[src/crpm_pkg.sv]
// Shared types, constants and the pattern judge function for the chat
// response pattern matcher. No dependencies.
`timescale 1ns / 1ps
`default_nettype none

package crpm_pkg;

  localparam int PATTERN_SLOTS  = 10;
  localparam int PATTERN_LENGTH = 16;
  localparam int BUFFER_DEPTH   = 128;

  localparam int CMD_W  = 3;
  localparam int SLOTF_W = 4;
  localparam int POSF_W = 4;
  localparam int CHAR_W = 8;
  localparam int STAT_W = 3;
  localparam int IDX_W  = 4;
  localparam int CFG_IDX_W = 1;
  localparam int CFG_DATA_W = 16;
  localparam int CNT_W  = 4;
  localparam int TIME_W = 24;

  localparam int PS_DEPTH = PATTERN_SLOTS * PATTERN_LENGTH;
  localparam int PS_AW    = $clog2(PS_DEPTH);
  localparam int BUF_AW   = $clog2(BUFFER_DEPTH);
  localparam int MAT_W    = $clog2(BUFFER_DEPTH + 2);
  localparam int POS_W    = $clog2(PATTERN_LENGTH + 4);
  localparam int SLOT_W   = (PATTERN_SLOTS > 1) ? $clog2(PATTERN_SLOTS) : 1;
  localparam int SLOTC_W  = $clog2(PATTERN_SLOTS + 2);

  localparam logic [TIME_W-1:0] TICK_UNITS = TIME_W'(100);

  // commands
  localparam logic [CMD_W-1:0] CMD_LOAD   = 3'd0;
  localparam logic [CMD_W-1:0] CMD_START  = 3'd1;
  localparam logic [CMD_W-1:0] CMD_RXCHAR = 3'd2;
  localparam logic [CMD_W-1:0] CMD_TICK   = 3'd3;
  localparam logic [CMD_W-1:0] CMD_ABORT  = 3'd4;

  // result status
  localparam logic [STAT_W-1:0] STAT_WAITING  = 3'd0;
  localparam logic [STAT_W-1:0] STAT_MATCHED  = 3'd1;
  localparam logic [STAT_W-1:0] STAT_TIMEOUT  = 3'd2;
  localparam logic [STAT_W-1:0] STAT_ABORTED  = 3'd3;
  localparam logic [STAT_W-1:0] STAT_OVERFLOW = 3'd4;
  localparam logic [STAT_W-1:0] STAT_ACCEPTED = 3'd5;
  localparam logic [STAT_W-1:0] STAT_NOTRUN   = 3'd6;

  // configuration register indexes
  localparam logic [CFG_IDX_W-1:0] REG_TIMEOUT = 1'd0;
  localparam logic [CFG_IDX_W-1:0] REG_PCOUNT  = 1'd1;

  // characters
  localparam logic [CHAR_W-1:0] CH_NUL    = 8'h00;
  localparam logic [CHAR_W-1:0] CH_ETX    = 8'h03;
  localparam logic [CHAR_W-1:0] CH_LF     = 8'h0A;
  localparam logic [CHAR_W-1:0] CH_CR     = 8'h0D;
  localparam logic [CHAR_W-1:0] CH_DOLLAR = 8'h24;
  localparam logic [CHAR_W-1:0] CH_STAR   = 8'h2A;
  localparam logic [CHAR_W-1:0] CH_PLUS   = 8'h2B;
  localparam logic [CHAR_W-1:0] CH_DOT    = 8'h2E;
  localparam logic [CHAR_W-1:0] CH_BSLASH = 8'h5C;
  localparam logic [CHAR_W-1:0] CH_CARET  = 8'h5E;

  typedef struct packed {
    logic [CMD_W-1:0]   command;
    logic [SLOTF_W-1:0] pattern_slot;
    logic [POSF_W-1:0]  char_position;
    logic [CHAR_W-1:0]  char_value;
  } in_item_t;

  typedef struct packed {
    logic [STAT_W-1:0] status;
    logic [IDX_W-1:0]  match_index;
  } out_item_t;

  typedef enum logic [2:0] {
    PS_INIT    = 3'd0,
    PS_MATCH   = 3'd1,
    PS_NEXT    = 3'd2,
    PS_MULT    = 3'd3,
    PS_SKIPPAT = 3'd4,
    PS_SKIPSRC = 3'd5,
    PS_OK      = 3'd6,
    PS_FAIL    = 3'd7
  } ps_t;

  typedef struct packed {
    ps_t  st;
    logic pat_inc;
  } judge_res_t;

  typedef enum logic [3:0] {
    ST_IDLE,
    ST_DECODE,
    ST_SLOT,
    ST_CARET,
    ST_BPREV,
    ST_BCUR,
    ST_BNEXT,
    ST_SWINIT,
    ST_SWEEP,
    ST_JUDGE
  } ctl_state_t;

  typedef struct packed {
    logic              take;
    logic              post;
    logic [STAT_W-1:0] post_status;
    logic              do_load;
    logic              do_start;
    logic              do_append;
    logic              do_tick;
    logic              clr_run;
    logic              slot_first;
    logic              slot_load;
    logic              caret_cap;
    logic              bprev;
    logic              bcur;
    logic              bnext;
    logic              swinit;
    logic              sweep_step;
    logic              sweep_hold;
    logic              judge_apply;
    logic              slot_next;
  } crpm_cmd_t;

  typedef struct packed {
    logic [CMD_W-1:0] command;
    logic             running;
    logic             ch_etx;
    logic             ch_nul;
    logic             buf_full;
    logic             time_zero;
    logic             no_pattern;
    logic             slot_last;
    logic             sweep_done;
    logic             jr_match;
    logic             jr_end;
  } crpm_sts_t;

  function automatic logic [PS_AW-1:0] pat_addr(input logic [SLOT_W-1:0] slot,
                                                input logic [POS_W-1:0] pos);
    int a;
    a = int'(slot) * PATTERN_LENGTH + int'(pos);
    return PS_AW'(a);
  endfunction

  // One judge step at pattern position p against buffer char cs.
  // g1/g2: whether the judge at p+1 / p+2 ends in match or ok.
  function automatic judge_res_t judge_fn(input logic pos_nz,
                                          input logic [CHAR_W-1:0] pm1,
                                          input logic [CHAR_W-1:0] p0,
                                          input logic [CHAR_W-1:0] p1,
                                          input logic [CHAR_W-1:0] cs,
                                          input logic prev_cr,
                                          input logic snext_zero,
                                          input logic g1,
                                          input logic g2);
    judge_res_t r;
    logic mult;
    logic [CHAR_W-1:0] cp;
    mult = pos_nz && (p0 == CH_STAR || p0 == CH_PLUS);
    cp = mult ? pm1 : p0;
    r.st = mult ? PS_MULT : PS_MATCH;
    r.pat_inc = 1'b0;
    if (cp == CH_NUL) begin
      r.st = PS_OK;
    end else if (cs == CH_NUL) begin
      r.st = PS_FAIL;
    end else if (cp == CH_BSLASH) begin
      if (cs == p1) r.pat_inc = 1'b1;
      else r.st = PS_NEXT;
    end else if (mult && g1) begin
      r.st = PS_SKIPPAT;
    end else if (cp == CH_DOLLAR) begin
      if (cs == CH_CR) begin
        if (!prev_cr) begin
          if (p1 == CH_NUL && snext_zero) r.st = PS_OK;
          else r.st = PS_SKIPSRC;
        end
      end else if (cs != CH_LF) begin
        r.st = prev_cr ? PS_SKIPPAT : PS_NEXT;
      end
    end else if (cs == cp) begin
      r.st = r.st;
    end else if (p1 == CH_STAR) begin
      if (cp != CH_DOT || g2) begin
        r.pat_inc = 1'b1;
        r.st = PS_SKIPPAT;
      end
    end else if (cp != CH_DOT) begin
      r.st = PS_NEXT;
    end
    return r;
  endfunction

endpackage

`default_nettype wire

[src/crpm_ram.sv]
// Generic single write port, single read port RAM with registered read.
// No dependencies.
`timescale 1ns / 1ps
`default_nettype none

module crpm_ram #(
  parameter int WIDTH = 8,
  parameter int DEPTH = 16
) (
  input  wire logic                     clk,
  input  wire logic                     we,
  input  wire logic [$clog2(DEPTH)-1:0] waddr,
  input  wire logic [WIDTH-1:0]         wdata,
  input  wire logic [$clog2(DEPTH)-1:0] raddr,
  output logic      [WIDTH-1:0]         rdata
);

  logic [WIDTH-1:0] mem_r [DEPTH];

  always_ff @(posedge clk) begin
    if (we) mem_r[waddr] <= wdata;
    rdata <= mem_r[raddr];
  end

endmodule

`default_nettype wire

[src/crpm_ctrl.sv]
// Controller state machine of the chat response pattern matcher.
// Depends on crpm_pkg.
`timescale 1ns / 1ps
`default_nettype none

module crpm_ctrl (
  input  wire logic              clk,
  input  wire logic              rst_n,
  input  wire logic              start,
  output logic                   busy,
  input  wire crpm_pkg::crpm_sts_t sts,
  output crpm_pkg::crpm_cmd_t    cmd
);

  crpm_pkg::ctl_state_t state_r, state_nxt;

  always_ff @(posedge clk) begin
    if (!rst_n) state_r <= crpm_pkg::ST_IDLE;
    else state_r <= state_nxt;
  end

  assign busy = (state_r != crpm_pkg::ST_IDLE);

  // next state
  always_comb begin
    state_nxt = state_r;
    unique case (state_r)
      crpm_pkg::ST_IDLE: begin
        if (start) state_nxt = crpm_pkg::ST_DECODE;
      end
      crpm_pkg::ST_DECODE: begin
        state_nxt = crpm_pkg::ST_IDLE;
        if (sts.command == crpm_pkg::CMD_RXCHAR && sts.running && !sts.ch_etx &&
            !sts.ch_nul && !sts.buf_full && !sts.no_pattern)
          state_nxt = crpm_pkg::ST_SLOT;
      end
      crpm_pkg::ST_SLOT:   state_nxt = crpm_pkg::ST_CARET;
      crpm_pkg::ST_CARET:  state_nxt = crpm_pkg::ST_BPREV;
      crpm_pkg::ST_BPREV:  state_nxt = crpm_pkg::ST_BCUR;
      crpm_pkg::ST_BCUR:   state_nxt = crpm_pkg::ST_BNEXT;
      crpm_pkg::ST_BNEXT:  state_nxt = crpm_pkg::ST_SWINIT;
      crpm_pkg::ST_SWINIT: state_nxt = crpm_pkg::ST_SWEEP;
      crpm_pkg::ST_SWEEP: begin
        if (sts.sweep_done) state_nxt = crpm_pkg::ST_JUDGE;
      end
      crpm_pkg::ST_JUDGE: begin
        priority if (sts.jr_match) state_nxt = crpm_pkg::ST_IDLE;
        else if (sts.jr_end) state_nxt = sts.slot_last ? crpm_pkg::ST_IDLE
                                                       : crpm_pkg::ST_SLOT;
        else state_nxt = crpm_pkg::ST_BPREV;
      end
      default: state_nxt = crpm_pkg::ST_IDLE;
    endcase
  end

  // outputs
  always_comb begin
    cmd = '0;
    unique case (state_r)
      crpm_pkg::ST_IDLE: cmd.take = start;
      crpm_pkg::ST_DECODE: begin
        cmd.post = 1'b1;
        unique case (sts.command)
          crpm_pkg::CMD_LOAD: begin
            cmd.do_load = 1'b1;
            cmd.post_status = crpm_pkg::STAT_ACCEPTED;
          end
          crpm_pkg::CMD_START: begin
            cmd.do_start = 1'b1;
            cmd.post_status = crpm_pkg::STAT_ACCEPTED;
          end
          crpm_pkg::CMD_RXCHAR: begin
            priority if (!sts.running) begin
              cmd.post_status = crpm_pkg::STAT_NOTRUN;
            end else if (sts.ch_etx) begin
              cmd.clr_run = 1'b1;
              cmd.post_status = crpm_pkg::STAT_ABORTED;
            end else if (sts.ch_nul) begin
              cmd.post_status = crpm_pkg::STAT_WAITING;
            end else if (sts.buf_full) begin
              cmd.clr_run = 1'b1;
              cmd.post_status = crpm_pkg::STAT_OVERFLOW;
            end else begin
              cmd.do_append = 1'b1;
              cmd.slot_first = 1'b1;
              cmd.post = sts.no_pattern;
              cmd.post_status = crpm_pkg::STAT_WAITING;
            end
          end
          crpm_pkg::CMD_TICK: begin
            priority if (!sts.running) begin
              cmd.post_status = crpm_pkg::STAT_NOTRUN;
            end else if (sts.time_zero) begin
              cmd.clr_run = 1'b1;
              cmd.post_status = crpm_pkg::STAT_TIMEOUT;
            end else begin
              cmd.do_tick = 1'b1;
              cmd.post_status = crpm_pkg::STAT_WAITING;
            end
          end
          crpm_pkg::CMD_ABORT: begin
            cmd.clr_run = sts.running;
            cmd.post_status = sts.running ? crpm_pkg::STAT_ABORTED
                                          : crpm_pkg::STAT_NOTRUN;
          end
          default: begin
            cmd.post_status = sts.running ? crpm_pkg::STAT_WAITING
                                          : crpm_pkg::STAT_NOTRUN;
          end
        endcase
      end
      crpm_pkg::ST_SLOT:   cmd.slot_load = 1'b1;
      crpm_pkg::ST_CARET:  cmd.caret_cap = 1'b1;
      crpm_pkg::ST_BPREV:  cmd.bprev = 1'b1;
      crpm_pkg::ST_BCUR:   cmd.bcur = 1'b1;
      crpm_pkg::ST_BNEXT:  cmd.bnext = 1'b1;
      crpm_pkg::ST_SWINIT: cmd.swinit = 1'b1;
      crpm_pkg::ST_SWEEP: begin
        cmd.sweep_hold = sts.sweep_done;
        cmd.sweep_step = !sts.sweep_done;
      end
      crpm_pkg::ST_JUDGE: begin
        cmd.judge_apply = 1'b1;
        priority if (sts.jr_match) begin
          cmd.post = 1'b1;
          cmd.clr_run = 1'b1;
          cmd.post_status = crpm_pkg::STAT_MATCHED;
        end else if (sts.jr_end) begin
          cmd.post = sts.slot_last;
          cmd.post_status = crpm_pkg::STAT_WAITING;
          cmd.slot_next = !sts.slot_last;
        end else begin
          cmd.post = 1'b0;
        end
      end
      default: cmd = '0;
    endcase
  end

endmodule

`default_nettype wire

[src/crpm_dp.sv]
// Datapath: pattern store, receive buffer, match contexts, timer, judge
// and result register. Depends on crpm_pkg and crpm_ram.
`timescale 1ns / 1ps
`default_nettype none

module crpm_dp (
  input  wire logic                           clk,
  input  wire logic                           rst_n,
  input  wire crpm_pkg::in_item_t             in_item,
  input  wire logic                           cfg_we,
  input  wire logic [crpm_pkg::CFG_IDX_W-1:0] cfg_index,
  input  wire logic [crpm_pkg::CFG_DATA_W-1:0] cfg_wdata,
  input  wire crpm_pkg::crpm_cmd_t            cmd,
  output crpm_pkg::crpm_sts_t                 sts,
  output logic                                out_strobe,
  output crpm_pkg::out_item_t                 out_item
);

  localparam logic [crpm_pkg::POS_W-1:0] PL_P = crpm_pkg::POS_W'(crpm_pkg::PATTERN_LENGTH);
  localparam logic [crpm_pkg::MAT_W-1:0] DEPTH_P =
    crpm_pkg::MAT_W'(crpm_pkg::BUFFER_DEPTH);
  localparam logic [crpm_pkg::SLOTC_W-1:0] SLOTS_P =
    crpm_pkg::SLOTC_W'(crpm_pkg::PATTERN_SLOTS);

  // configuration
  logic [crpm_pkg::CFG_DATA_W-1:0] timeout_limit_r;
  logic [crpm_pkg::CNT_W-1:0]      pattern_count_r;

  always_ff @(posedge clk) begin
    if (!rst_n) begin
      timeout_limit_r <= '0;
      pattern_count_r <= '0;
    end else if (cfg_we) begin
      unique case (cfg_index)
        crpm_pkg::REG_TIMEOUT: timeout_limit_r <= cfg_wdata;
        crpm_pkg::REG_PCOUNT:  pattern_count_r <= cfg_wdata[crpm_pkg::CNT_W-1:0];
        default: ;
      endcase
    end
  end

  crpm_pkg::in_item_t item_r;
  always_ff @(posedge clk) begin
    if (cmd.take) item_r <= in_item;
  end

  // run state
  logic                        running_r;
  logic [crpm_pkg::TIME_W-1:0] time_r;
  logic [crpm_pkg::MAT_W-1:0]  len_r;

  always_ff @(posedge clk) begin
    if (!rst_n) begin
      running_r <= 1'b0;
      time_r    <= '0;
      len_r     <= '0;
    end else begin
      if (cmd.do_start) begin
        running_r <= 1'b1;
        time_r    <= crpm_pkg::TIME_W'(timeout_limit_r) * crpm_pkg::TICK_UNITS;
        len_r     <= '0;
      end else begin
        if (cmd.clr_run) running_r <= 1'b0;
        if (cmd.do_append) begin
          len_r <= len_r + 1'b1;
          if (time_r != '0) time_r <= time_r - 1'b1;
        end
        if (cmd.do_tick)
          time_r <= (time_r > crpm_pkg::TICK_UNITS) ? time_r - crpm_pkg::TICK_UNITS : '0;
      end
    end
  end

  // slot sequencing
  logic [crpm_pkg::SLOTC_W-1:0] cnt;
  logic [crpm_pkg::SLOT_W-1:0]  slot_r;

  assign cnt = (crpm_pkg::SLOTC_W'(pattern_count_r) < SLOTS_P) ?
               crpm_pkg::SLOTC_W'(pattern_count_r) : SLOTS_P;

  always_ff @(posedge clk) begin
    if (!rst_n) slot_r <= '0;
    else if (cmd.slot_first) slot_r <= '0;
    else if (cmd.slot_next) slot_r <= slot_r + 1'b1;
  end

  // per-slot contexts
  logic [crpm_pkg::POS_W-1:0] pat_a_r [crpm_pkg::PATTERN_SLOTS];
  logic [crpm_pkg::MAT_W-1:0] src_a_r [crpm_pkg::PATTERN_SLOTS];
  logic [crpm_pkg::MAT_W-1:0] mat_a_r [crpm_pkg::PATTERN_SLOTS];

  logic [crpm_pkg::POS_W-1:0] pat_r, pat_nxt;
  logic [crpm_pkg::MAT_W-1:0] src_r, src_nxt;
  logic [crpm_pkg::MAT_W-1:0] mat_r, mat_nxt;

  // memories
  logic                        p_we;
  logic [crpm_pkg::PS_AW-1:0]  p_waddr, p_raddr;
  logic [crpm_pkg::CHAR_W-1:0] p_rdata;
  logic                        b_we;
  logic [crpm_pkg::BUF_AW-1:0] b_raddr;
  logic [crpm_pkg::CHAR_W-1:0] b_rdata;

  assign p_we = cmd.do_load &&
                (int'(item_r.pattern_slot) < crpm_pkg::PATTERN_SLOTS) &&
                (int'(item_r.char_position) < crpm_pkg::PATTERN_LENGTH);
  assign p_waddr = crpm_pkg::pat_addr(crpm_pkg::SLOT_W'(item_r.pattern_slot),
                                      crpm_pkg::POS_W'(item_r.char_position));
  assign b_we = cmd.do_append;

  crpm_ram #(.WIDTH(crpm_pkg::CHAR_W), .DEPTH(crpm_pkg::PS_DEPTH)) u_pat_ram (
    .clk   (clk),
    .we    (p_we),
    .waddr (p_waddr),
    .wdata (item_r.char_value),
    .raddr (p_raddr),
    .rdata (p_rdata)
  );

  crpm_ram #(.WIDTH(crpm_pkg::CHAR_W), .DEPTH(crpm_pkg::BUFFER_DEPTH)) u_buf_ram (
    .clk   (clk),
    .we    (b_we),
    .waddr (len_r[crpm_pkg::BUF_AW-1:0]),
    .wdata (item_r.char_value),
    .raddr (b_raddr),
    .rdata (b_rdata)
  );

  // buffer reads at mat-1, mat, mat+1; out of range reads as zero
  logic [crpm_pkg::MAT_W-1:0] b_k;
  logic                       b_ok, b_ok_r;
  logic [crpm_pkg::CHAR_W-1:0] b_val;
  logic                       prev_cr_r, snz_r;
  logic [crpm_pkg::CHAR_W-1:0] cs_r;

  always_comb begin
    b_k  = mat_r;
    b_ok = 1'b0;
    if (cmd.bprev) begin
      b_k  = mat_r - 1'b1;
      b_ok = (mat_r != '0) && (b_k < len_r);
    end else if (cmd.bcur) begin
      b_k  = mat_r;
      b_ok = (mat_r < len_r);
    end else if (cmd.bnext) begin
      b_k  = mat_r + 1'b1;
      b_ok = (b_k < len_r);
    end
  end

  assign b_raddr = b_k[crpm_pkg::BUF_AW-1:0];
  assign b_val   = b_ok_r ? b_rdata : crpm_pkg::CH_NUL;

  always_ff @(posedge clk) begin
    b_ok_r <= b_ok;
    if (cmd.bcur)   prev_cr_r <= (b_val == crpm_pkg::CH_CR);
    if (cmd.bnext)  cs_r      <= b_val;
    if (cmd.swinit) snz_r     <= (b_val == crpm_pkg::CH_NUL);
  end

  // backward sweep over pattern positions computing nested judge results
  logic [crpm_pkg::POS_W-1:0]  q_r, q0;
  logic [crpm_pkg::CHAR_W-1:0] w0_r, w1_r, wm1_r, pm1;
  logic                        g1_r, g2_r, p_ok, p_ok_r, caret_r;
  logic [crpm_pkg::POS_W-1:0]  p_pos;
  crpm_pkg::judge_res_t        sw_res, top_res;
  logic                        sw_good;

  assign q0  = (pat_r > PL_P) ? pat_r : PL_P;
  assign pm1 = p_ok_r ? p_rdata : crpm_pkg::CH_NUL;

  always_comb begin
    p_pos = '0;
    p_ok  = 1'b0;
    if (cmd.slot_load) begin
      p_pos = '0;
      p_ok  = 1'b1;
    end else if (cmd.swinit) begin
      p_pos = q0 - 1'b1;
      p_ok  = (p_pos < PL_P);
    end else if (cmd.sweep_step) begin
      p_pos = q_r - 2'd2;
      p_ok  = (q_r >= 2) && (p_pos < PL_P);
    end
  end

  assign p_raddr = crpm_pkg::pat_addr(slot_r, p_ok ? p_pos : '0);

  assign sw_res = crpm_pkg::judge_fn(q_r != '0, pm1, w0_r, w1_r, cs_r, prev_cr_r,
                                     snz_r, g1_r, g2_r);
  assign sw_good = (sw_res.st == crpm_pkg::PS_MATCH) || (sw_res.st == crpm_pkg::PS_OK);

  always_ff @(posedge clk) begin
    p_ok_r <= p_ok;
    if (cmd.caret_cap) caret_r <= (p_rdata == crpm_pkg::CH_CARET);
    if (cmd.swinit) begin
      q_r  <= q0;
      w0_r <= crpm_pkg::CH_NUL;
      w1_r <= crpm_pkg::CH_NUL;
      g1_r <= 1'b1;
      g2_r <= 1'b1;
    end else if (cmd.sweep_step) begin
      q_r  <= q_r - 1'b1;
      w1_r <= w0_r;
      w0_r <= pm1;
      g2_r <= g1_r;
      g1_r <= sw_good;
    end
    if (cmd.sweep_hold) wm1_r <= pm1;
  end

  // top-level judge and context update
  logic jr_end;

  assign top_res = crpm_pkg::judge_fn(pat_r != '0, wm1_r, w0_r, w1_r, cs_r, prev_cr_r,
                                      snz_r, g1_r, g2_r);

  always_comb begin
    pat_nxt = pat_r + crpm_pkg::POS_W'(top_res.pat_inc);
    src_nxt = src_r;
    mat_nxt = mat_r;
    jr_end  = 1'b0;
    unique case (top_res.st)
      crpm_pkg::PS_MULT:    mat_nxt = mat_r + 1'b1;
      crpm_pkg::PS_MATCH: begin
        mat_nxt = mat_r + 1'b1;
        pat_nxt = pat_nxt + 1'b1;
      end
      crpm_pkg::PS_SKIPSRC: mat_nxt = mat_r + 1'b1;
      crpm_pkg::PS_SKIPPAT: pat_nxt = pat_nxt + 1'b1;
      crpm_pkg::PS_NEXT: begin
        if (caret_r) begin
          // anchored pattern gets exactly one retry at the buffer start
          if (pat_r == '0 && src_r == '0) begin
            pat_nxt = crpm_pkg::POS_W'(1);
            mat_nxt = '0;
          end else begin
            jr_end = 1'b1;
          end
        end else begin
          pat_nxt = '0;
          src_nxt = src_r + 1'b1;
          mat_nxt = src_r + 1'b1;
        end
      end
      crpm_pkg::PS_OK: pat_nxt = pat_r;
      crpm_pkg::PS_FAIL, crpm_pkg::PS_INIT: jr_end = 1'b1;
      default: jr_end = 1'b1;
    endcase
  end

  always_ff @(posedge clk) begin
    if (cmd.slot_load) begin
      pat_r <= pat_a_r[slot_r];
      src_r <= src_a_r[slot_r];
      mat_r <= mat_a_r[slot_r];
    end else if (cmd.judge_apply && !jr_end && top_res.st != crpm_pkg::PS_OK) begin
      pat_r <= pat_nxt;
      src_r <= src_nxt;
      mat_r <= mat_nxt;
    end
  end

  always_ff @(posedge clk) begin
    if (!rst_n) begin
      for (int i = 0; i < crpm_pkg::PATTERN_SLOTS; i++) begin
        pat_a_r[i] <= '0;
        src_a_r[i] <= '0;
        mat_a_r[i] <= '0;
      end
    end else if (cmd.do_start) begin
      for (int i = 0; i < crpm_pkg::PATTERN_SLOTS; i++) begin
        pat_a_r[i] <= '0;
        src_a_r[i] <= '0;
        mat_a_r[i] <= '0;
      end
    end else if (cmd.judge_apply && jr_end) begin
      pat_a_r[slot_r] <= pat_r;
      src_a_r[slot_r] <= src_r;
      mat_a_r[slot_r] <= mat_r;
    end
  end

  // result register
  always_ff @(posedge clk) begin
    if (!rst_n) out_strobe <= 1'b0;
    else out_strobe <= cmd.post;
    if (cmd.post) begin
      out_item.status      <= cmd.post_status;
      out_item.match_index <= (cmd.post_status == crpm_pkg::STAT_MATCHED) ?
                              crpm_pkg::IDX_W'(slot_r) : '0;
    end
  end

  assign sts.command    = item_r.command;
  assign sts.running    = running_r;
  assign sts.ch_etx     = (item_r.char_value == crpm_pkg::CH_ETX);
  assign sts.ch_nul     = (item_r.char_value == crpm_pkg::CH_NUL);
  assign sts.buf_full   = (len_r >= DEPTH_P);
  assign sts.time_zero  = (time_r == '0);
  assign sts.no_pattern = (cnt == '0);
  assign sts.slot_last  = ((crpm_pkg::SLOTC_W'(slot_r) + 1'b1) >= cnt);
  assign sts.sweep_done = (q_r == pat_r);
  assign sts.jr_match   = (top_res.st == crpm_pkg::PS_OK);
  assign sts.jr_end     = jr_end;

endmodule

`default_nettype wire

[src/chat_response_pattern_matcher.sv]
// Top level of the chat response pattern matcher: controller plus datapath.
// Depends on crpm_pkg, crpm_ctrl, crpm_dp.
//
//   channel  handshake            payload
//   in       start / busy         in_item  (command, slot, position, char)
//   out      out_strobe           out_item (status, match_index)
//   cfg      cfg_we               cfg_index, cfg_wdata
//
// Load, start, tick, abort and ignored chars are decoded and answered through the result register.
// An appended char runs, per pattern scanned, slot load and caret capture, and per judge step
// three buffer reads, sweep init, a backward pattern RAM sweep at one read per cycle and the judge.
// Reset clears run state, contexts and configuration registers; the pattern RAM and buffer are not cleared.
// busy is high from transfer until the result strobe; the receiver cannot stall.
`timescale 1ns / 1ps
`default_nettype none

module chat_response_pattern_matcher (
  input  wire logic                            clk,
  input  wire logic                            rst_n,
  input  wire logic                            start,
  output logic                                 busy,
  input  wire crpm_pkg::in_item_t              in_item,
  output logic                                 out_strobe,
  output crpm_pkg::out_item_t                  out_item,
  input  wire logic                            cfg_we,
  input  wire logic [crpm_pkg::CFG_IDX_W-1:0]  cfg_index,
  input  wire logic [crpm_pkg::CFG_DATA_W-1:0] cfg_wdata
);

  crpm_pkg::crpm_cmd_t cmd;
  crpm_pkg::crpm_sts_t sts;

  crpm_ctrl u_ctrl (
    .clk   (clk),
    .rst_n (rst_n),
    .start (start),
    .busy  (busy),
    .sts   (sts),
    .cmd   (cmd)
  );

  crpm_dp u_dp (
    .clk        (clk),
    .rst_n      (rst_n),
    .in_item    (in_item),
    .cfg_we     (cfg_we),
    .cfg_index  (cfg_index),
    .cfg_wdata  (cfg_wdata),
    .cmd        (cmd),
    .sts        (sts),
    .out_strobe (out_strobe),
    .out_item   (out_item)
  );

endmodule

`default_nettype wire
[config.mk]
export PLATFORM = sky130hd
export DESIGN_NAME = chat_response_pattern_matcher
export DESIGN_NICKNAME = d
export VERILOG_FILES = /design/src/crpm_pkg.sv /design/src/crpm_ram.sv /design/src/crpm_ctrl.sv /design/src/crpm_dp.sv /design/src/chat_response_pattern_matcher.sv
export SDC_FILE = /design/constraint.sdc
export NUM_CORES = 2
export LEC_CHECK = 0
export BUFFER_PORTS_ARGS = -buffer_cell sky130_fd_sc_hd__clkbuf_2
export CORE_UTILIZATION = 45
export CTS_CLUSTER_DIAMETER = 60
export DETAILED_ROUTE_END_ITERATION = 8
export PLACE_DENSITY = 0.62
export SLEW_MARGIN = 40
export SYNTH_ARGS = -nofsm -noshare
export SYNTH_HDL_FRONTEND = slang
export SYNTH_SLANG_ARGS = --single-unit
[constraint.sdc]
create_clock -name clk -period 15.9 [get_ports clk]
set_clock_uncertainty 0.15 [all_clocks]
set_input_delay 1.59 -clock clk [delete_from_list [all_inputs] [get_ports clk]]
set_output_delay 1.59 -clock clk [all_outputs]
set_load 0.005 [all_outputs]
# [Word-level counts from Yosys, hierarchy flattened]
# Memories as Yosys holds them, arrays and structs flattened. A register that Yosys moved wholly into a read port is not among the register bits.
# Index checks and enable logic that the tools add are counted.
[classes] add_sub_neg=14 multipliers=1 magnitude_cmp=12 eq_ne=47 mux=200 n_bitwise=32 n_reduce_logical=72
[ops] op="$mux W8" count=34
[ops] op="$mux W5" count=22
[ops] op="$mux W24" count=4
[ops] op="$mux W3" count=30
[ops] op="$mux W4" count=20
[ops] op="$mux W1" count=67
[ops] op="$logic_not A8 Y1" count=7
[ops] op="$eq A8 B6 Y1 const B" count=5
[ops] op="$pmux W4 S10" count=1
[ops] op="$or A1 B1 Y1" count=30
[ops] op="$add A8 B1 Y8 const B" count=3
[ops] op="$eq A8 B7 Y1 const B" count=3
[ops] op="$eq A8 B8 Y1" count=3
[ops] op="$gt A24 B7 Y1 const B" count=1
[ops] op="$logic_not A24 Y1" count=1
[ops] op="$lt A8 B8 Y1" count=3
[ops] op="$reduce_bool A24 Y1" count=1
[ops] op="$sub A24 B1 Y24 const B" count=1
[ops] op="$sub A24 B7 Y24 const B" count=1
[ops] op="$mux W23" count=1
[ops] op="$mux W2" count=11
[ops] op="$mul A16 B5 Y21 const B" count=1
[ops] op="$mux W7" count=3
[ops] op="$eq A3 B3 Y1 const B" count=6
[ops] op="53 further kinds" count=119
[totals] register_bits=153 mem_bits_rw=2514 elab_cells=413 n_memories=5
[memory_table] memory="u_dp.u_pat_ram.mem_r" words=160 width=8 read_ports=1 rd_ports_with_merged_regs=1 wr=1 line_no="crpm_ram.sv:18" source="logic [WIDTH-1:0] mem_r [DEPTH];"
[memory_table] memory="u_dp.u_buf_ram.mem_r" words=128 width=8 read_ports=1 rd_ports_with_merged_regs=1 wr=1 line_no="crpm_ram.sv:18"
[memory_table] memory="u_dp.mat_a_r" words=10 width=8 read_ports=1 rd_ports_with_merged_regs=1 wr=10 line_no="crpm_dp.sv:90" source="logic [crpm_pkg::MAT_W-1:0] mat_a_r [crpm_pkg::PATTERN_SLOTS];"
[memory_table] memory="u_dp.src_a_r" words=10 width=8 read_ports=1 rd_ports_with_merged_regs=1 wr=10 line_no="crpm_dp.sv:89" source="logic [crpm_pkg::MAT_W-1:0] src_a_r [crpm_pkg::PATTERN_SLOTS];"
[memory_table] memory="u_dp.pat_a_r" words=10 width=5 read_ports=1 rd_ports_with_merged_regs=1 wr=10 line_no="crpm_dp.sv:88" source="logic [crpm_pkg::POS_W-1:0] pat_a_r [crpm_pkg::PATTERN_SLOTS];"

# [Longest topological paths before layout]
[logic_depth] word_depth=27 depth_mapped=17 ltp_nobuf=16

# [Hierarchy]
# Synthesis repeated with hierarchy kept, for this count alone.
[hier_totals] hier_cells=6290 hier_area_um2=116275.3
[by_module_without_submodules] module="crpm_ram (u_dp.u_pat_ram)" instances=1 cells_each=2489 area_each_um2=50382.1 seq_area_each_um2=38597.0
[by_module_without_submodules] module="crpm_ram (u_dp.u_buf_ram)" instances=1 cells_each=1635 area_each_um2=39665.5 seq_area_each_um2=30909.6
[by_module_without_submodules] module="crpm_dp" instances=1 cells_each=2090 area_each_um2=25707.2 seq_area_each_um2=13863.3
[by_module_without_submodules] module="crpm_ctrl" instances=1 cells_each=76 area_each_um2=520.5 seq_area_each_um2=80.1

# [Worst setup path after synthesis]
# No wires, ideal clock.
[synth_path] path_kind="reg2reg" start="register u_dp.item_r[5] (netlist name)" end="memory u_dp.u_buf_ram.mem_r[31][0] (enable)" setup_time_ps=383 t_arrival_ps=6118 setup_slack_ps=9248 path_stages_with_launch=8 n_path_buf=1 synth_period_minus_slack_ps=6652 path_cell_list="edfxtp_1 > or4_1 > nor4_1 > or3_1 > clkbuf_1 > nor3_1 > nand2_1 > nor3_1"
[synth_between] elab_chain_len=8 elab_cells_between_ends=9 cone_classes="eq/ne: 1; mux: 7; reduce/logical: 1"
[synth_lines] element="start, declared" line_no="crpm_dp.sv:42" source="crpm_pkg::in_item_t item_r;"
[synth_lines] element="start signal, assigned" line_no="crpm_dp.sv:44" source="if (cmd.take) item_r <= in_item;"
[synth_lines] element="$logic_not A8 Y1" line_no="crpm_dp.sv:298" source="assign sts.ch_nul = (item_r.char_value == crpm_pkg::CH_NUL);"
[synth_lines] element="$mux W1" line_no="crpm_ctrl.sv:78" source="end else if (sts.ch_nul) begin"
[synth_lines] element="$mux W1 *" line_no="crpm_ctrl.sv:75" source="end else if (sts.ch_etx) begin"
[synth_lines] element="$mux W1 *" line_no="crpm_ctrl.sv:73" source="priority if (!sts.running) begin"
[synth_lines] element="$mux W1 *" line_no="crpm_ctrl.sv:63" source="unique case (sts.command)"
[synth_lines] element="$mux W4 *" line_no="crpm_ctrl.sv:59" source="unique case (state_r)"
[synth_lines] element="$mux W1 *" line_no="crpm_ram.sv:21" source="if (we) mem_r[waddr] <= wdata;"
[synth_lines] element="$mux W1 (not written as such) *" line_no="crpm_ram.sv:21"
[synth_lines] element="end, declared" line_no="crpm_ram.sv:18"
# Mark *: on every way between the ends. The rest lies on a longest branch, timed or not.

# [Worst setup path in the final report]
[layout_path] start="register u_ctrl.state_r[3]" end="register u_dp.u_pat_ram.rdata[4] (read register of u_dp.u_pat_ram.mem_r)"
[layout_between] elab_chain_len=7 elab_cells_between_ends=14 cone_classes="add/sub: 1; eq/ne: 3; mux: 10"
[layout_lines] element="start, declared" line_no="crpm_ctrl.sv:15" source="crpm_pkg::ctl_state_t state_r, state_nxt;"
[layout_lines] element="start signal, assigned" line_no="crpm_ctrl.sv:18" source="if (!rst_n) state_r <= crpm_pkg::ST_IDLE;"
[layout_lines] element="start signal, assigned" line_no="crpm_ctrl.sv:19" source="else state_r <= state_nxt;"
[layout_lines] element="$eq A4 B4 Y1" line_no="crpm_ctrl.sv:59"
[layout_lines] element="$mux W2" line_no="crpm_ctrl.sv:59"
[layout_lines] element="$mux W5 or $mux W1 (tied branches)" line_no="crpm_dp.sv:181" source="end else if (cmd.sweep_step) begin"
[layout_lines] element="$mux W5 or $mux W1 (tied branches)" line_no="crpm_dp.sv:178" source="end else if (cmd.swinit) begin"
[layout_lines] element="$mux W5 or $mux W1 (tied branches)" line_no="crpm_dp.sv:175" source="if (cmd.slot_load) begin"
[layout_lines] element="$mux W5 *" line_no="crpm_dp.sv:187" source="assign p_raddr = crpm_pkg::pat_addr(slot_r, p_ok ? p_pos : '0);"
[layout_lines] element="$add A8 B5 Y8 *" line_no="crpm_pkg.sv:145" source="a = int'(slot) * PATTERN_LENGTH + int'(pos);"
[layout_lines] element="end, declared" line_no="crpm_ram.sv:15" source="output logic [WIDTH-1:0] rdata"
# Marked as above.
# A chain may end at the register's enable or synchronous reset.

==> impl_summary.md <==
STA
The final max-slew violation count was 0. The transition time at the pin with the least slew margin is just over 1 ns. The final-report setup violation count is 0.

The worst pin sits at a relative slew slack of a little under a third. The count of final hold-check violations was 0. Setup repair after global routing left no endpoint under its margin.

Counting I/O delays and the setup requirement, the final critical path takes around 6.4 ns. Setup total negative slack on the finished layout was measured at 0 ns. The final worst-path cycle share is between 40% and 50%. The timing-limited maximum frequency is ~0.16 GHz.

Drt
Using the TritonRoute via totals, the vias-per-cell ratio works out to about 6.2. For this block, the initial DRC count from the detailed router was roughly 8500. The routed design has about 310 mm of wire.

The final route contains just under 70000 vias. Once detail routing completed, the nets flagged for antenna violations numbered 0. After detailed routing, the average wire length per cell comes to between 20 and 30 µm. In the routed design, unresolved DRC markers number 0. The number of iterations in the first detailed-routing pass is 6.

Global route
For this run, the total global-route usage over all layers was measured as a little under a quarter. For this run the aggregate overflow at the end of global routing stands at 0. The largest net degree at the start of global routing is about 210.

The via count of the first global-routing pass is 66000. The first-pass GRT wire length is roughly 460 mm. The number of antenna violations at the first check in global routing was 9.

Floorplan
The die covers approximately 0.26 mm². The floorplan step defined a core boundary enclosing ~0.26 mm². In this run the count of I/O pins placed on the die edge is 49.

The die extent in y is roughly 500 µm. The initial core utilization is between 40 and 50%. The die is roughly 510 µm wide.

The number of rows created at floorplan is about 190.

Power and ir drop
Across the VDD grid, the largest voltage drop is 0.0000943 V. Per report_power, the clock group accounts for about 45% of the total. The share of total power in sequential cells is 53.7%. The total net switching power is about 0.0031 W. The share of total power in combinational logic is roughly 1.8%. The areal power density over the cells is approximately 120 mW/mm². Net switching is between 20% and 30% of the power. The leakage power is a little over 40 nW.

Summing internal, switching and leakage power gives roughly 0.015 W. The internal power consumption is between 0.01 and 0.015 W.

Worst setup path
By instance count, the cell type seen most on the critical path is buf_4. The endpoint required time on the critical path is between 15 and 20 ns. In this run the worst setup path begins at u_ctrl.state_r[3]. The critical path arrival is between 7 and 8 ns.

The category of the critical setup timing path is reg2reg. The kind of start point of the critical path is a flop. The start of the worst register-to-register path is u_ctrl.state_r[3].

The worst setup path is captured at a flop. Of all nets on the critical path, the largest fanout is around 140. Walking the worst path, the cells encountered are nand4b_1, buf_4, clkinv_1, mux2_8, buf_12, nand2_4, buf_4, buf_4, nor2_1, a21oi_1, o22ai_1, mux4_2, o22ai_1, nor4b_1, nor4b_1. The maximum cell stage delay along the critical path is between 0.5 and 0.6 ns. The slowest stage of the critical path belongs to the cell buf_4.

Logic synthesis
After synthesis the cells add up to between 0.1 and 0.15 mm². After technology mapping, the gate count stands at just over 7000. The share of synthesized flip-flops with an asynchronous set or reset is 0%. Each instance of the synthesized netlist takes up on average between 15 and 20 µm². In the synthesized netlist the dominant register cell turns out to be edfxtp_1. Yosys mapped a number of flops with a built-in enable equal to roughly 2700. The post-synthesis net count is about 7400. The fraction of the yosys area taken by sequential cells is 72.0%.

The yosys synthesis warning count is 0. The post-synthesis register bit count is 2813. The synthesized netlist contains 95 unique library cells.

Final layout
Leaving out fill and tap cells, the most frequent cells in the layout are edfxtp_1, nand2_1, nor2_1. After routing the design area is ~0.13 mm². The synthesis-to-layout area growth is 12.6%. The proportion of layout cells with a drive suffix above 1 is a little under a fifth. For this run, the post-layout net count is 7453.

The library cell used most frequently in the layout, excluding fill and tap cells, is edfxtp_1. The post-layout utilization of the core is around half.

CTS
The root buffer cell chosen for the clock tree is clkbuf_16. The TritonCTS clock tree is done. Buffers inserted during clock tree synthesis total approximately 310. The H-tree was split into 5 levels.

The count of instances resized after the clock tree is built is 0. The CTS clock-pin slew for the worst setup and hold paths is about 0.06 ns. The CTS sink count is 2813. The maximum number of buffers from clock root to sink is 4.

The number of buffers inserted by post-CTS setup repair is 0. At the later pin of the worst-skew pair, clock insertion delay measures about 0.96 ns. The number of hold buffers added after CTS was 0.

Outcome
The run finished with clean final reports.

Worst hold path
The startpoint of the tightest hold check path is u_dp.pattern_count_r[1]. The type of the tightest min-delay check is reg2reg.

Placement
The number of buffers added on ports is 48. The post-detailed-placement cell area is between 0.1 and 0.15 mm². The routability congestion estimate is 0.901.

After legalization and detailed placement, the total HPWL measured ~190 mm.

Run
Across the run, the number of max-cap violations was 0.
synth_stat cells, types with 9 or more instances:
library cell	instances	share of area, %
buf_1	90	0.29
nand2_1	595	1.9
inv_1	124	0.40
nor3_2	20	0.17
and4_1	9	0.068
o211ai_1	28	0.18
a21boi_0	14	0.091
ha_1	102	1.1
a32oi_1	23	0.17
nand2b_1	21	0.11
and3_1	51	0.28
edfxtp_1	2711	70
nor4b_1	14	0.11
nor4_1	27	0.15
clkbuf_1	326	1.1
nand4_1	29	0.16
or4_1	13	0.084
mux4_2	473	9.2
o22ai_1	136	0.73
o21a_1	9	0.058
buf_2	44	0.19
a211oi_1	26	0.17
nor3_1	161	0.70
or3_1	17	0.092
xor2_1	21	0.16
a21o_1	24	0.16
nand3_1	139	0.60
mux2i_1	79	0.68
mux2_2	28	0.27
fa_1	11	0.19
o221ai_1	141	1.1
nor2_1	674	2.2
o21ai_0	168	0.73
xnor2_1	62	0.47
a31oi_1	106	0.57
nor2b_1	19	0.10
dfxtp_1	102	1.8
a21oi_1	293	1.3
and2_1	100	0.54
clkinv_1	11	0.036
a221oi_1	32	0.24
o31ai_1	10	0.065
power groups by stage:
stage	Clock (W)	Combinational, W	Sequential (W)
after floorplan	0	0.0000915	0.00839
after global placement	0	0.000260	0.00832
after detailed placement	0	0.000274	0.00832
after CTS	0.00685	0.000275	0.00817
after global routing	0.00711	0.000297	0.00817
final	0.00677	0.000278	0.00817
metrics by stage:
step | instances | setup slack, ns | hold WS, ns
2_1_floorplan | 7238 | 9.25 | 0.295
6_report | 10900 | 9.53 | 0.355
3_3_place_gp | 10300 | 9.54 | 0.316
3_5_place_dp | 10400 | 9.78 | 0.339
5_1_grt | 10900 | 9.37 | 0.392
4_1_cts | 10900 | 9.74 | 0.358
worst max-delay path: cells and delay by family, from the launching register on:
family                 cells  cell delay (ns)
muxes                      2             1.12
DFF                        1             0.55
buffers and inverters      5             2.04
AOI/OAI and AO/OA          3             0.70
and+or+nand+nor            5             1.30
cell type report:
type                    instances  area (µm²)
flip-flops and latches       2813       83500
clock buffers                 384        8140
clock inverters               145        1250
well taps                    3366        4210
repair buffers                216        1950
inverters                     139         533
fillers                     20600      125000
diodes                          2        5.00
multi-input cells            3823       30900
flip-flops by register name, summed over array words and instances (netlist names), 16 cells and up, named ones only:
name,cells
u_dp.mat_a_r,128
u_dp.u_pat_ram.mem_r,1280
u_dp.time_r,24
u_dp.timeout_limit_r,16
u_dp.src_a_r,128
u_dp.item_r,16
u_dp.pat_a_r,80
u_dp.u_buf_ram.mem_r,1024
final timing paths:
check | end | slack [ns] | depth (start not counted)
min reg2reg | u_dp.pattern_count_r[1] | 0.35 | 2
min | u_dp.pattern_count_r[1] | 0.35 | 2
max | u_dp.u_pat_ram.rdata[4] | 9.53 | 15
max reg2reg | u_dp.u_pat_ram.rdata[4] | 9.53 | 15
metal layers:
metal  global-route usage, %  up-vias  wire [µm]
li1                        -    28700          -
met1                    34.4    34900     128000
met2                    36.9     3554     146000
met3                    4.59      506      29800
met4                    7.19        6       8580
met5                       0        -         38
kinds of logic after synthesis:
kind of cell             count (synthesis)  synth area share, %
AO/OA/AOI/OAI                         1122                 6.40
XOR/XNOR                                83                0.627
adder cells (fa/ha/maj)                113                 1.29
buffers and inverters                  602                 2.02
flip-flops                            2813                 72.0
multiplexers                           580                 10.1
other                                    1              0.00323
AND/OR/NAND/NOR                       1924                 7.53
(Power assumes the default switching activity.)
